### src/design/sjdm_pkg.sv
package sjdm_pkg;

  // Line framing
  localparam int unsigned LineLen = 12;
  localparam int unsigned CntW    = 4;
  localparam logic [7:0]  ByteLf    = 8'd10;
  localparam logic [7:0]  ByteSpace = 8'd32;
  localparam logic [7:0]  ByteTab   = 8'd9;
  localparam logic [7:0]  ByteCr    = 8'd13;
  localparam logic [7:0]  BytePlus  = 8'd43;
  localparam logic [7:0]  ByteMinus = 8'd45;
  localparam logic [7:0]  ByteZero  = 8'd48;
  localparam logic [7:0]  ByteNine  = 8'd57;

  // Parsed value
  localparam int unsigned ValW = 17;
  typedef logic [ValW-1:0] val_t;
  localparam val_t ValMax = val_t'(99999);
  localparam val_t CmdMin = val_t'(4000);

  // Command queue
  localparam int unsigned QueueDepth = 2;
  localparam int unsigned QPtrW      = $clog2(QueueDepth);

  // Command codes
  localparam val_t TrigLeftBase  = val_t'(4000);
  localparam val_t TrigLeftLo    = val_t'(4045);
  localparam val_t TrigLeftHi    = val_t'(4255);
  localparam val_t TrigRightBase = val_t'(5000);
  localparam val_t TrigRightLo   = val_t'(5045);
  localparam val_t TrigRightHi   = val_t'(5255);
  localparam val_t SteerBase     = val_t'(6000);
  localparam val_t SteerLowHi    = val_t'(6118);
  localparam val_t SteerHighLo   = val_t'(6138);
  localparam val_t SteerHighHi   = val_t'(6255);
  localparam val_t ThrBase       = val_t'(7000);
  localparam val_t ThrLowHi      = val_t'(7118);
  localparam val_t ThrHighLo     = val_t'(7138);
  localparam val_t ThrHighHi     = val_t'(7255);

  localparam logic [7:0] StickMid    = 8'd128;
  localparam logic [7:0] DeadBandRst = 8'd50;

  // (128 - x) * 255 / 128, with y = 128 - x in 10..128
  function automatic logic [7:0] map_low(input logic [7:0] y);
    logic [15:0] prod;
    prod = ({y, 8'd0}) - {8'd0, y};
    return prod[14:7];
  endfunction

  // (x - 128) * 255 / 127, with y = x - 128 in 10..127: equals 2y, plus 1 at y = 127
  function automatic logic [7:0] map_high(input logic [6:0] y);
    return {y, 1'b0} + {7'd0, (y == 7'd127)};
  endfunction

  // Zero below the deadband, clamp at full scale
  function automatic logic [7:0] finish_wheel(input logic signed [9:0] w,
                                              input logic [7:0]        db);
    logic signed [9:0] dbs;
    dbs = $signed({2'b00, db});
    if (w < dbs) begin
      return 8'd0;
    end else if (w > 10'sd255) begin
      return 8'd255;
    end
    return w[7:0];
  endfunction

endpackage

### src/design/sjdm_parser.sv
module sjdm_parser
  import sjdm_pkg::*;
(
  input  logic       clk_i,
  input  logic       rst_ni,
  input  logic       accept_i,
  input  logic [7:0] rx_byte_i,
  output logic       push_o,
  output val_t       cmd_o
);

  typedef enum logic [1:0] {
    PhSkip,
    PhDigits,
    PhDone
  } phase_e;

  phase_e            phase_q, phase_d;
  logic              neg_q, neg_d;
  val_t              val_q, val_d;
  logic [CntW-1:0]   cnt_q, cnt_d;

  logic        is_ws, is_sign, is_digit, line_end;
  logic [20:0] acc;

  assign is_ws    = (rx_byte_i == ByteSpace) ||
                    ((rx_byte_i >= ByteTab) && (rx_byte_i <= ByteCr));
  assign is_sign  = (rx_byte_i == BytePlus) || (rx_byte_i == ByteMinus);
  assign is_digit = (rx_byte_i >= ByteZero) && (rx_byte_i <= ByteNine);
  assign line_end = (rx_byte_i == ByteLf) || (cnt_q >= CntW'(LineLen - 1));

  // value * 10 + digit
  assign acc = {1'b0, val_q, 3'b000} + {3'b000, val_q, 1'b0} +
               {13'd0, rx_byte_i - ByteZero};

  always_comb begin
    phase_d = phase_q;
    neg_d   = neg_q;
    val_d   = val_q;
    cnt_d   = cnt_q;
    push_o  = 1'b0;
    if (accept_i) begin
      if (line_end) begin
        push_o  = !neg_q && (val_q > CmdMin);
        phase_d = PhSkip;
        neg_d   = 1'b0;
        val_d   = '0;
        cnt_d   = '0;
      end else begin
        cnt_d = cnt_q + CntW'(1);
        case (phase_q)
          PhSkip: begin
            if (is_ws) begin
              phase_d = PhSkip;
            end else if (is_sign) begin
              neg_d   = (rx_byte_i == ByteMinus);
              phase_d = PhDigits;
            end else if (is_digit) begin
              val_d   = (acc > 21'(ValMax)) ? ValMax : acc[ValW-1:0];
              phase_d = PhDigits;
            end else begin
              phase_d = PhDone;
            end
          end
          PhDigits: begin
            if (is_digit) begin
              val_d = (acc > 21'(ValMax)) ? ValMax : acc[ValW-1:0];
            end else begin
              phase_d = PhDone;
            end
          end
          default: phase_d = phase_q;
        endcase
      end
    end
  end

  assign cmd_o = val_q;

  always_ff @(posedge clk_i or negedge rst_ni) begin
    if (!rst_ni) begin
      phase_q <= PhSkip;
      neg_q   <= 1'b0;
      val_q   <= '0;
      cnt_q   <= '0;
    end else begin
      phase_q <= phase_d;
      neg_q   <= neg_d;
      val_q   <= val_d;
      cnt_q   <= cnt_d;
    end
  end

endmodule

### src/design/sjdm_cmd_fifo.sv
module sjdm_cmd_fifo
  import sjdm_pkg::*;
(
  input  logic clk_i,
  input  logic rst_ni,
  input  logic push_i,
  input  val_t push_data_i,
  input  logic pop_i,
  output val_t pop_data_o,
  output logic full_o,
  output logic empty_o
);

  val_t             mem [QueueDepth];
  logic [QPtrW-1:0] wr_ptr_q, rd_ptr_q;
  logic [QPtrW:0]   count_q;

  assign full_o     = (count_q == (QPtrW + 1)'(QueueDepth));
  assign empty_o    = (count_q == '0);
  assign pop_data_o = mem[rd_ptr_q];

  always_ff @(posedge clk_i) begin
    if (push_i) begin
      mem[wr_ptr_q] <= push_data_i;
    end
  end

  always_ff @(posedge clk_i or negedge rst_ni) begin
    if (!rst_ni) begin
      wr_ptr_q <= '0;
      rd_ptr_q <= '0;
      count_q  <= '0;
    end else begin
      if (push_i) begin
        wr_ptr_q <= wr_ptr_q + QPtrW'(1);
      end
      if (pop_i) begin
        rd_ptr_q <= rd_ptr_q + QPtrW'(1);
      end
      if (push_i && !pop_i) begin
        count_q <= count_q + (QPtrW + 1)'(1);
      end else if (pop_i && !push_i) begin
        count_q <= count_q - (QPtrW + 1)'(1);
      end
    end
  end

endmodule

### src/design/sjdm_mixer.sv
module sjdm_mixer
  import sjdm_pkg::*;
(
  input  logic       clk_i,
  input  logic       rst_ni,
  input  logic       take_i,
  input  val_t       cmd_i,
  input  logic [7:0] dead_band_i,
  output logic [7:0] left_drive_o,
  output logic [7:0] right_drive_o,
  output logic       left_dir_o,
  output logic       right_dir_o
);

  logic [7:0] base_q, base_d;
  logic       lpin_q, lpin_d;
  logic       rpin_q, rpin_d;
  logic [7:0] ldrv_q, rdrv_q;
  logic       ldir_q, rdir_q;

  logic trig_l, trig_r, thr_lo, thr_hi, str_lo, str_hi;
  val_t d4, d5, d6, d7;
  logic [7:0] m;
  logic signed [9:0] lw, rw;

  assign trig_l = (cmd_i >= TrigLeftLo)  && (cmd_i <= TrigLeftHi);
  assign trig_r = (cmd_i >= TrigRightLo) && (cmd_i <= TrigRightHi);
  assign thr_lo = (cmd_i >= ThrBase)     && (cmd_i <= ThrLowHi);
  assign thr_hi = (cmd_i >= ThrHighLo)   && (cmd_i <= ThrHighHi);
  assign str_lo = (cmd_i >= SteerBase)   && (cmd_i <= SteerLowHi);
  assign str_hi = (cmd_i >= SteerHighLo) && (cmd_i <= SteerHighHi);

  assign d4 = cmd_i - TrigLeftBase;
  assign d5 = cmd_i - TrigRightBase;
  assign d6 = cmd_i - SteerBase;
  assign d7 = cmd_i - ThrBase;

  always_comb begin
    base_d = base_q;
    lpin_d = lpin_q;
    rpin_d = rpin_q;
    m      = '0;
    if (trig_l) begin
      lpin_d = 1'b1;
      rpin_d = 1'b0;
      base_d = d4[7:0];
    end
    if (trig_r) begin
      lpin_d = 1'b0;
      rpin_d = 1'b1;
      base_d = d5[7:0];
    end
    if (thr_lo) begin
      lpin_d = 1'b1;
      rpin_d = 1'b0;
      base_d = map_low(StickMid - d7[7:0]);
    end else if (thr_hi) begin
      lpin_d = 1'b0;
      rpin_d = 1'b1;
      base_d = map_high(d7[6:0] - 7'(StickMid));
    end
    lw = $signed({2'b00, base_d});
    rw = $signed({2'b00, base_d});
    if (str_lo) begin
      m      = map_low(StickMid - d6[7:0]);
      lpin_d = 1'b0;
      lw     = lw - $signed({2'b00, m});
      rw     = rw + $signed({2'b00, m});
    end else if (str_hi) begin
      m      = map_high(d6[6:0] - 7'(StickMid));
      rpin_d = 1'b1;
      lw     = lw + $signed({2'b00, m});
      rw     = rw - $signed({2'b00, m});
    end
  end

  always_ff @(posedge clk_i or negedge rst_ni) begin
    if (!rst_ni) begin
      base_q <= '0;
      lpin_q <= 1'b0;
      rpin_q <= 1'b0;
    end else if (take_i) begin
      base_q <= base_d;
      lpin_q <= lpin_d;
      rpin_q <= rpin_d;
    end
  end

  always_ff @(posedge clk_i) begin
    if (take_i) begin
      ldrv_q <= finish_wheel(lw, dead_band_i);
      rdrv_q <= finish_wheel(rw, dead_band_i);
      ldir_q <= lpin_d;
      rdir_q <= rpin_d;
    end
  end

  assign left_drive_o  = ldrv_q;
  assign right_drive_o = rdrv_q;
  assign left_dir_o    = ldir_q;
  assign right_dir_o   = rdir_q;

endmodule

### src/design/serial_joystick_drive_mixer.sv
// Serial joystick drive mixer. Feed received serial bytes one beat at a time on
// the input channel; each line (ended by a line feed, or cut when it reaches the
// line length limit, which drops the byte that overflows) is read as a signed
// decimal number the way atoi reads it. A line whose value is above 4000 is a
// drive command and gives exactly one result beat with both wheel duties and
// both direction pin levels; any other line gives nothing. The block takes one
// byte per clock: the parser finishes each byte in the cycle it arrives, and a
// two-entry command queue sits in front of the mixer, so the input stalls only
// when that queue is full while results back up. A line's result is held in the
// queue, then in the output register when it is free. The deadband register is
// written through the config channel, which is always ready; write it only
// while no command is in flight. It resets to 50.
module serial_joystick_drive_mixer
  import sjdm_pkg::*;
(
  input  logic       clk_i,
  input  logic       rst_ni,
  // config write
  input  logic       cfg_valid_i,
  output logic       cfg_ready_o,
  input  logic [7:0] cfg_data_i,
  // byte input
  input  logic       in_valid_i,
  output logic       in_stall_o,
  input  logic [7:0] rx_byte_i,
  // drive result
  output logic       out_valid_o,
  input  logic       out_stall_i,
  output logic [7:0] left_drive_o,
  output logic [7:0] right_drive_o,
  output logic       left_dir_o,
  output logic       right_dir_o
);

  logic [7:0] dead_band_q;
  logic       in_accept;
  logic       push, pop;
  val_t       push_cmd, pop_cmd;
  logic       q_full, q_empty;
  logic       out_valid_q;

  assign cfg_ready_o = 1'b1;

  // Hold the deadband until software rewrites it
  always_ff @(posedge clk_i or negedge rst_ni) begin
    if (!rst_ni) begin
      dead_band_q <= DeadBandRst;
    end else if (cfg_valid_i && cfg_ready_o) begin
      dead_band_q <= cfg_data_i;
    end
  end

  // Stall the byte stream only while the command queue has no room
  assign in_stall_o = q_full;
  assign in_accept  = in_valid_i && !q_full;

  sjdm_parser u_parser (
    .clk_i     (clk_i),
    .rst_ni    (rst_ni),
    .accept_i  (in_accept),
    .rx_byte_i (rx_byte_i),
    .push_o    (push),
    .cmd_o     (push_cmd)
  );

  sjdm_cmd_fifo u_queue (
    .clk_i       (clk_i),
    .rst_ni      (rst_ni),
    .push_i      (push),
    .push_data_i (push_cmd),
    .pop_i       (pop),
    .pop_data_o  (pop_cmd),
    .full_o      (q_full),
    .empty_o     (q_empty)
  );

  // Advance a command into the output register when it is empty or being drained
  assign pop = !q_empty && (!out_valid_q || !out_stall_i);

  sjdm_mixer u_mixer (
    .clk_i         (clk_i),
    .rst_ni        (rst_ni),
    .take_i        (pop),
    .cmd_i         (pop_cmd),
    .dead_band_i   (dead_band_q),
    .left_drive_o  (left_drive_o),
    .right_drive_o (right_drive_o),
    .left_dir_o    (left_dir_o),
    .right_dir_o   (right_dir_o)
  );

  always_ff @(posedge clk_i or negedge rst_ni) begin
    if (!rst_ni) begin
      out_valid_q <= 1'b0;
    end else if (pop) begin
      out_valid_q <= 1'b1;
    end else if (!out_stall_i) begin
      out_valid_q <= 1'b0;
    end
  end

  assign out_valid_o = out_valid_q;

endmodule

### config.mk
export PLATFORM = sky130hd
export DESIGN_NAME = serial_joystick_drive_mixer
export DESIGN_NICKNAME = d
export VERILOG_FILES = /design/src/design/sjdm_pkg.sv /design/src/design/sjdm_parser.sv /design/src/design/sjdm_cmd_fifo.sv /design/src/design/sjdm_mixer.sv /design/src/design/serial_joystick_drive_mixer.sv
export SDC_FILE = /design/constraint.sdc
export NUM_CORES = 1
export LEC_CHECK = 0
export BUFFER_PORTS_ARGS = -buffer_cell sky130_fd_sc_hd__buf_2
export CAP_MARGIN = 15
export CORE_MARGIN = 3
export CORE_UTILIZATION = 50
export CTS_CLUSTER_DIAMETER = 150
export DETAILED_ROUTE_END_ITERATION = 10
export PLACE_DENSITY = 0.67
export SYNTH_ARGS = -nofsm -noshare
export SYNTH_HDL_FRONTEND = slang
export SYNTH_SLANG_ARGS = --single-unit
### constraint.sdc
create_clock -name clk_i -period 16.5 [get_ports clk_i]
set_clock_uncertainty 0.05 [all_clocks]
set_input_delay 2.475 -clock clk_i [delete_from_list [all_inputs] [get_ports clk_i]]
set_output_delay 2.475 -clock clk_i [all_outputs]
set_load 0.02 [all_outputs]
==> results.txt <==
- Outcome: finished, final reports clean
- The die covers 20990 um^2.
- Number of instances on the worst hold path: 2
* Clk pin slew, worst setup/hold paths: 0.08 ns
- Number of cells in the design after placement: 1383
* Drt total wl: 26610 um
* Synthesized cell area: 9643 um^2
* Number of nets still failing antenna checks after routing: 0
- Together, buffers and inverters on the worst path number 4.
- The worst hold path begins at u_mixer.base_q[3]$_DFFE_PN0P_.
* Post-Route Utilization: 55.02%
- In the final layout, the share of cells above drive strength 1 is 10.26%.
- Summing the areas of all and, or, nand and nor instances in the mapped netlist gives 19.70% of the synthesized area.
- Crit-path slowest cell: sky130_fd_sc_hd__mux2i_2
* Relative slew slack: 21.51%
- GP Congestion: 0.9704
- Counting flops with an async set or reset pin after synthesis yields a share of 47.47%.
* Total congestion overflow after global routing: 0
- Measured in cells, the most critical reg-to-reg path has a length of 33.
- Summing the areas of all fa, ha and maj instances in the mapped netlist gives 15.31% of the synthesized area.
- Most crowded layer after global routing: met1
* Critical path start-end classification: reg -> reg
* Final count of pins violating max slew: 0
* Setup TNS after final layout: 0 ns
- GR Util met2: 37.89%
* Maximum fanout along the worst path: 32
* I/O Pins: 42
- Overall Global Routing Usage: 25.72%
- Derived from the worst setup path, the maximum achievable clock frequency is 0.1172 GHz.
* Clock power frac: 15.3%
* Int Pwr: 0.7459 mW
- Number of clock sinks seen by CTS: 99
- The final route contains 8433 vias.
- No sink is reached through more buffers than the 2 on the longest clock path.
- Instance area at placement: 10050 um^2
* Seq pwr share: 23.4%
* Critical Path Source Type: flop
* Global-route wire length before repair: 42020 um
- Initial core utilization: 51.21%
- Number of unique standard cell types used by synthesis: 91
- For this run, the leading register cell type out of synthesis is sky130_fd_sc_hd__edfxtp_1.
- The worst hold path terminates at u_mixer.base_q[3]$_DFFE_PN0P_.
- In this run the power density over the cells is 138.1 nW/um^2.
- Combinational family with the most area after synthesis: compound AO/OA/AOI/OAI gates
- Horizontal die dimension: 144.9 um
* Final net count: 1268
- The number of hold violations in the final report is 0.
- The first detailed-routing pass ran for 7 iterations.
- In this run, synthesis inferred 52 flip-flops with an integrated enable.
- The via count of the first global-routing pass is 7682.
- The core region is 18830 um^2.
- Broken down by cell family, the worst path's largest delay share belongs to compound AO/OA/AOI/OAI gates.
- Post-layout instance area: 10360 um^2
- Worst-skew pair later-pin latency: 0.36 ns
* Leakage power: 4.565 nW
- Slowest Stage Delay on Critical Path: 0.80 ns
* Setup fix buffers added after clock tree synthesis: 0
- The Yosys step of the flow raised 0 warnings.
- Synth Area in XOR/XNOR: 5.411%
- In this run the core area contains 50 standard-cell rows.
* Wire length per cell: 19.01 um
* Unrepaired setup endpoints after global routing: false
* TritonCTS clock tree: done
- Maximum VDD drop: 82.67 uV
- When the netlist entered floorplanning its net count stood at 1243.
- Comb pwr share: 61.3%
- The number of antenna violations at the first check in global routing came to 0.
* R2R Setup Slk: 7.97 ns
* Total DRC errors in the routed layout: 0
- Entering global routing, the biggest net connects 51 pins.
- Data arrival time at the worst-slack endpoint: 8.57 ns
- Met1 routing resource usage after global routing: 38.92%
- Hold repair after CTS inserted 0 buffers.
- Final setup viols: 0
* CTS root buf: sky130_fd_sc_hd__clkbuf_16
- Tightest Pin Transition: 1.145 ns
- Worst reg2reg path endpoint: u_mixer.right_drive_o[4]$_DFFE_PP_
- Fin crit share: 51.69%
- Worst setup EP type: flop
* Diode insertion count for antenna repair: 0
- Proportion of synthesized area in mux cells: 3.477%
* Final critical path time including I/O delays and setup: 8.529 ns
- Filler instances: 1738
- Share of total power consumed by net switching: 47.88%
* Half-perimeter wire length after detailed placement: 20570 um
- Origin of the critical flop-to-flop path: u_queue.rd_ptr_q$_DFFE_PN0P_
- The first routing iteration left 789 violations.
* Switch Pwr: 0.6852 mW
- Number of port buffers: 40
- Gate Count Post-Synth: 1110
- Growth of design area from synthesis to finish: 7.448%
- Met3 track demand over resource: 4.305%
- Non-filler instance count after layout: 1400
* Vertical extent of the die: 144.9 um
- STA puts the critical path data required time at 16.54 ns.
- PostCTS Resize Cnt: 0
- In this run the mean area of a mapped cell was 8.687 um^2.
* Hold Path Class: reg -> reg
- Summing the areas of all compound-gate instances in the mapped netlist gives 22.08% of the synthesized area.
- Avg Vias per Cell: 6.024
- The number of clock buffers added by TritonCTS is 9.
- Sequential fraction of the synthesis area: 28.43%
- FF+latch count, synth: 99
- The tool flagged a number of max-cap violations equal to 0.
- Htree depth: 3
through the flow:
stage / hold WS (ns) / worst slack [ns] / power [mW]
2_1_floorplan: 0.3957 / 9.362 / 0.9939
3_3_place_gp: 0.4161 / 7.949 / 1.195
3_5_place_dp: 0.4272 / 7.854 / 1.194
4_1_cts: 0.4442 / 7.842 / 1.420
5_1_grt: 0.4670 / 7.351 / 1.534
6_report: 0.4352 / 7.971 / 1.431
power groups by stage:
stage / registers (mW) / clock network [mW] / logic [mW]
after detailed placement: 0.339 / 0 / 0.854
after floorplan: 0.343 / 0 / 0.651
after global routing: 0.340 / 0.233 / 0.961
after CTS: 0.334 / 0.223 / 0.863
after global placement: 0.339 / 0 / 0.856
final: 0.335 / 0.219 / 0.877
layer usage:
metal / vias to the layer above / wire length, um
met5: - / 0
met4: 0 / 573
met3: 51 / 1882
met2: 306 / 11540
met1: 3970 / 12620
li1: 4106 / -
cell type report:
type                    instances  area, um^2  area share (%)
inverters                      88       330.3           3.188
clock buffers                  10       229.0           2.210
repair buffers                 52       290.3           2.802
well taps                     260       325.3           3.140
flip-flops and latches         99        2743           26.47
clock inverters                 6       71.32          0.6883
multi-input cells             885        6372           61.50
state kept, by name, indices dropped and copies added (netlist names):
register and count:
u_parser.neg_q 1, u_mixer.lpin_q 1, dead_band_q 8, u_queue.rd_ptr_q 1, u_parser.phase_q 2, u_queue.mem 34, u_mixer.right_dir_o 1, out_valid_o 1
u_mixer.right_drive_o 8, u_mixer.base_q 8, u_queue.count_q 2, u_mixer.rpin_q 1, u_mixer.left_drive_o 8, u_parser.cmd_o 17, u_mixer.left_dir_o 1, u_queue.wr_ptr_q 1
u_parser.cnt_q 4
worst reg2reg max path: cells and delay by family, from the launching register on:
family / cells / cell delay, ns
AOI/OAI and AO/OA: 16 / 2.87
adders and majority gates: 4 / 1.42
muxes: 2 / 1.10
and+or+nand+nor: 6 / 1.01
buffers and inverters: 4 / 0.94
DFF: 1 / 0.70
xor gates and xnor gates: 1 / 0.18
synthesized netlist by cell type, types with 9 or more instances:
master | count | area share [%]
sky130_fd_sc_hd__fa_1 | 10 | 2.1
sky130_fd_sc_hd__xnor2_1 | 38 | 3.5
sky130_fd_sc_hd__nand3b_1 | 12 | 0.93
sky130_fd_sc_hd__xor2_1 | 19 | 1.7
sky130_fd_sc_hd__nor3_1 | 22 | 1.1
sky130_fd_sc_hd__ha_1 | 102 | 13
sky130_fd_sc_hd__dfrtp_1 | 44 | 11
sky130_fd_sc_hd__nor2_1 | 73 | 2.8
sky130_fd_sc_hd__a21o_1 | 15 | 1.2
sky130_fd_sc_hd__mux2_2 | 9 | 1.1
sky130_fd_sc_hd__nand2_1 | 101 | 3.9
sky130_fd_sc_hd__mux2i_1 | 10 | 1.0
sky130_fd_sc_hd__nand2b_1 | 27 | 1.8
sky130_fd_sc_hd__a211oi_1 | 16 | 1.2
sky130_fd_sc_hd__nand3_1 | 34 | 1.8
sky130_fd_sc_hd__and2_1 | 10 | 0.65
sky130_fd_sc_hd__a21oi_1 | 88 | 4.6
sky130_fd_sc_hd__a31oi_1 | 20 | 1.3
sky130_fd_sc_hd__o21a_1 | 14 | 1.1
sky130_fd_sc_hd__edfxtp_1 | 52 | 16
sky130_fd_sc_hd__nand4_1 | 9 | 0.58
sky130_fd_sc_hd__inv_1 | 86 | 3.3
sky130_fd_sc_hd__nor2b_1 | 12 | 0.78
sky130_fd_sc_hd__or3_1 | 10 | 0.65
sky130_fd_sc_hd__o21ai_0 | 69 | 3.6
sky130_fd_sc_hd__clkbuf_1 | 21 | 0.82
logic make-up after synthesis:
kind of cell | Yosys count
adders and majority gates | 112
other | 1
buffers and inverters | 126
muxes | 27
xor gates and xnor gates | 58
AOI/OAI and AO/OA | 323
and+or+nand+nor | 364
DFF | 99
worst max path at each step:
stage / start / endpoint / depth (start not counted)
global route: u_queue.rd_ptr_q$_DFFE_PN0P_ / u_mixer.left_drive_o[1]$_DFFE_PP_ / 33
finish: u_queue.rd_ptr_q$_DFFE_PN0P_ / u_mixer.right_drive_o[4]$_DFFE_PP_ / 33
detailed placement: u_queue.rd_ptr_q$_DFFE_PN0P_ / u_mixer.right_drive_o[4]$_DFFE_PP_ / 32
CTS: u_queue.rd_ptr_q$_DFFE_PN0P_ / u_mixer.right_drive_o[4]$_DFFE_PP_ / 32
global placement: u_queue.rd_ptr_q$_DFFE_PN0P_ / u_mixer.right_drive_o[7]$_DFFE_PP_ / 32
floorplan: u_queue.rd_ptr_q$_DFFE_PN0P_ / u_mixer.right_drive_o[3]$_DFFE_PP_ / 35
cell usage in the layout (no fill, tap or decap), types with 9 or more instances in the layout:
cell	n
sky130_fd_sc_hd__nor2_1	73
sky130_fd_sc_hd__buf_4	12
sky130_fd_sc_hd__nand4_1	9
sky130_fd_sc_hd__clkbuf_16	9
sky130_fd_sc_hd__a211oi_1	16
sky130_fd_sc_hd__o21a_1	14
sky130_fd_sc_hd__mux2i_1	10
sky130_fd_sc_hd__buf_2	40
sky130_fd_sc_hd__o21ai_0	69
sky130_fd_sc_hd__or3_1	10
sky130_fd_sc_hd__fa_1	10
sky130_fd_sc_hd__edfxtp_1	52
sky130_fd_sc_hd__mux2_2	9
sky130_fd_sc_hd__nand2b_1	27
sky130_fd_sc_hd__xor2_1	19
sky130_fd_sc_hd__a31oi_1	20
sky130_fd_sc_hd__xnor2_1	38
sky130_fd_sc_hd__nand2_1	101
sky130_fd_sc_hd__nor2b_1	12
sky130_fd_sc_hd__nand3_1	34
sky130_fd_sc_hd__a21oi_1	88
sky130_fd_sc_hd__inv_1	86
sky130_fd_sc_hd__ha_1	102
sky130_fd_sc_hd__nand3b_1	12
sky130_fd_sc_hd__a21o_1	15
sky130_fd_sc_hd__nor3_1	22
sky130_fd_sc_hd__and2_1	10
sky130_fd_sc_hd__dfrtp_1	43
Note: power is estimated with default switching activity, not from simulation.
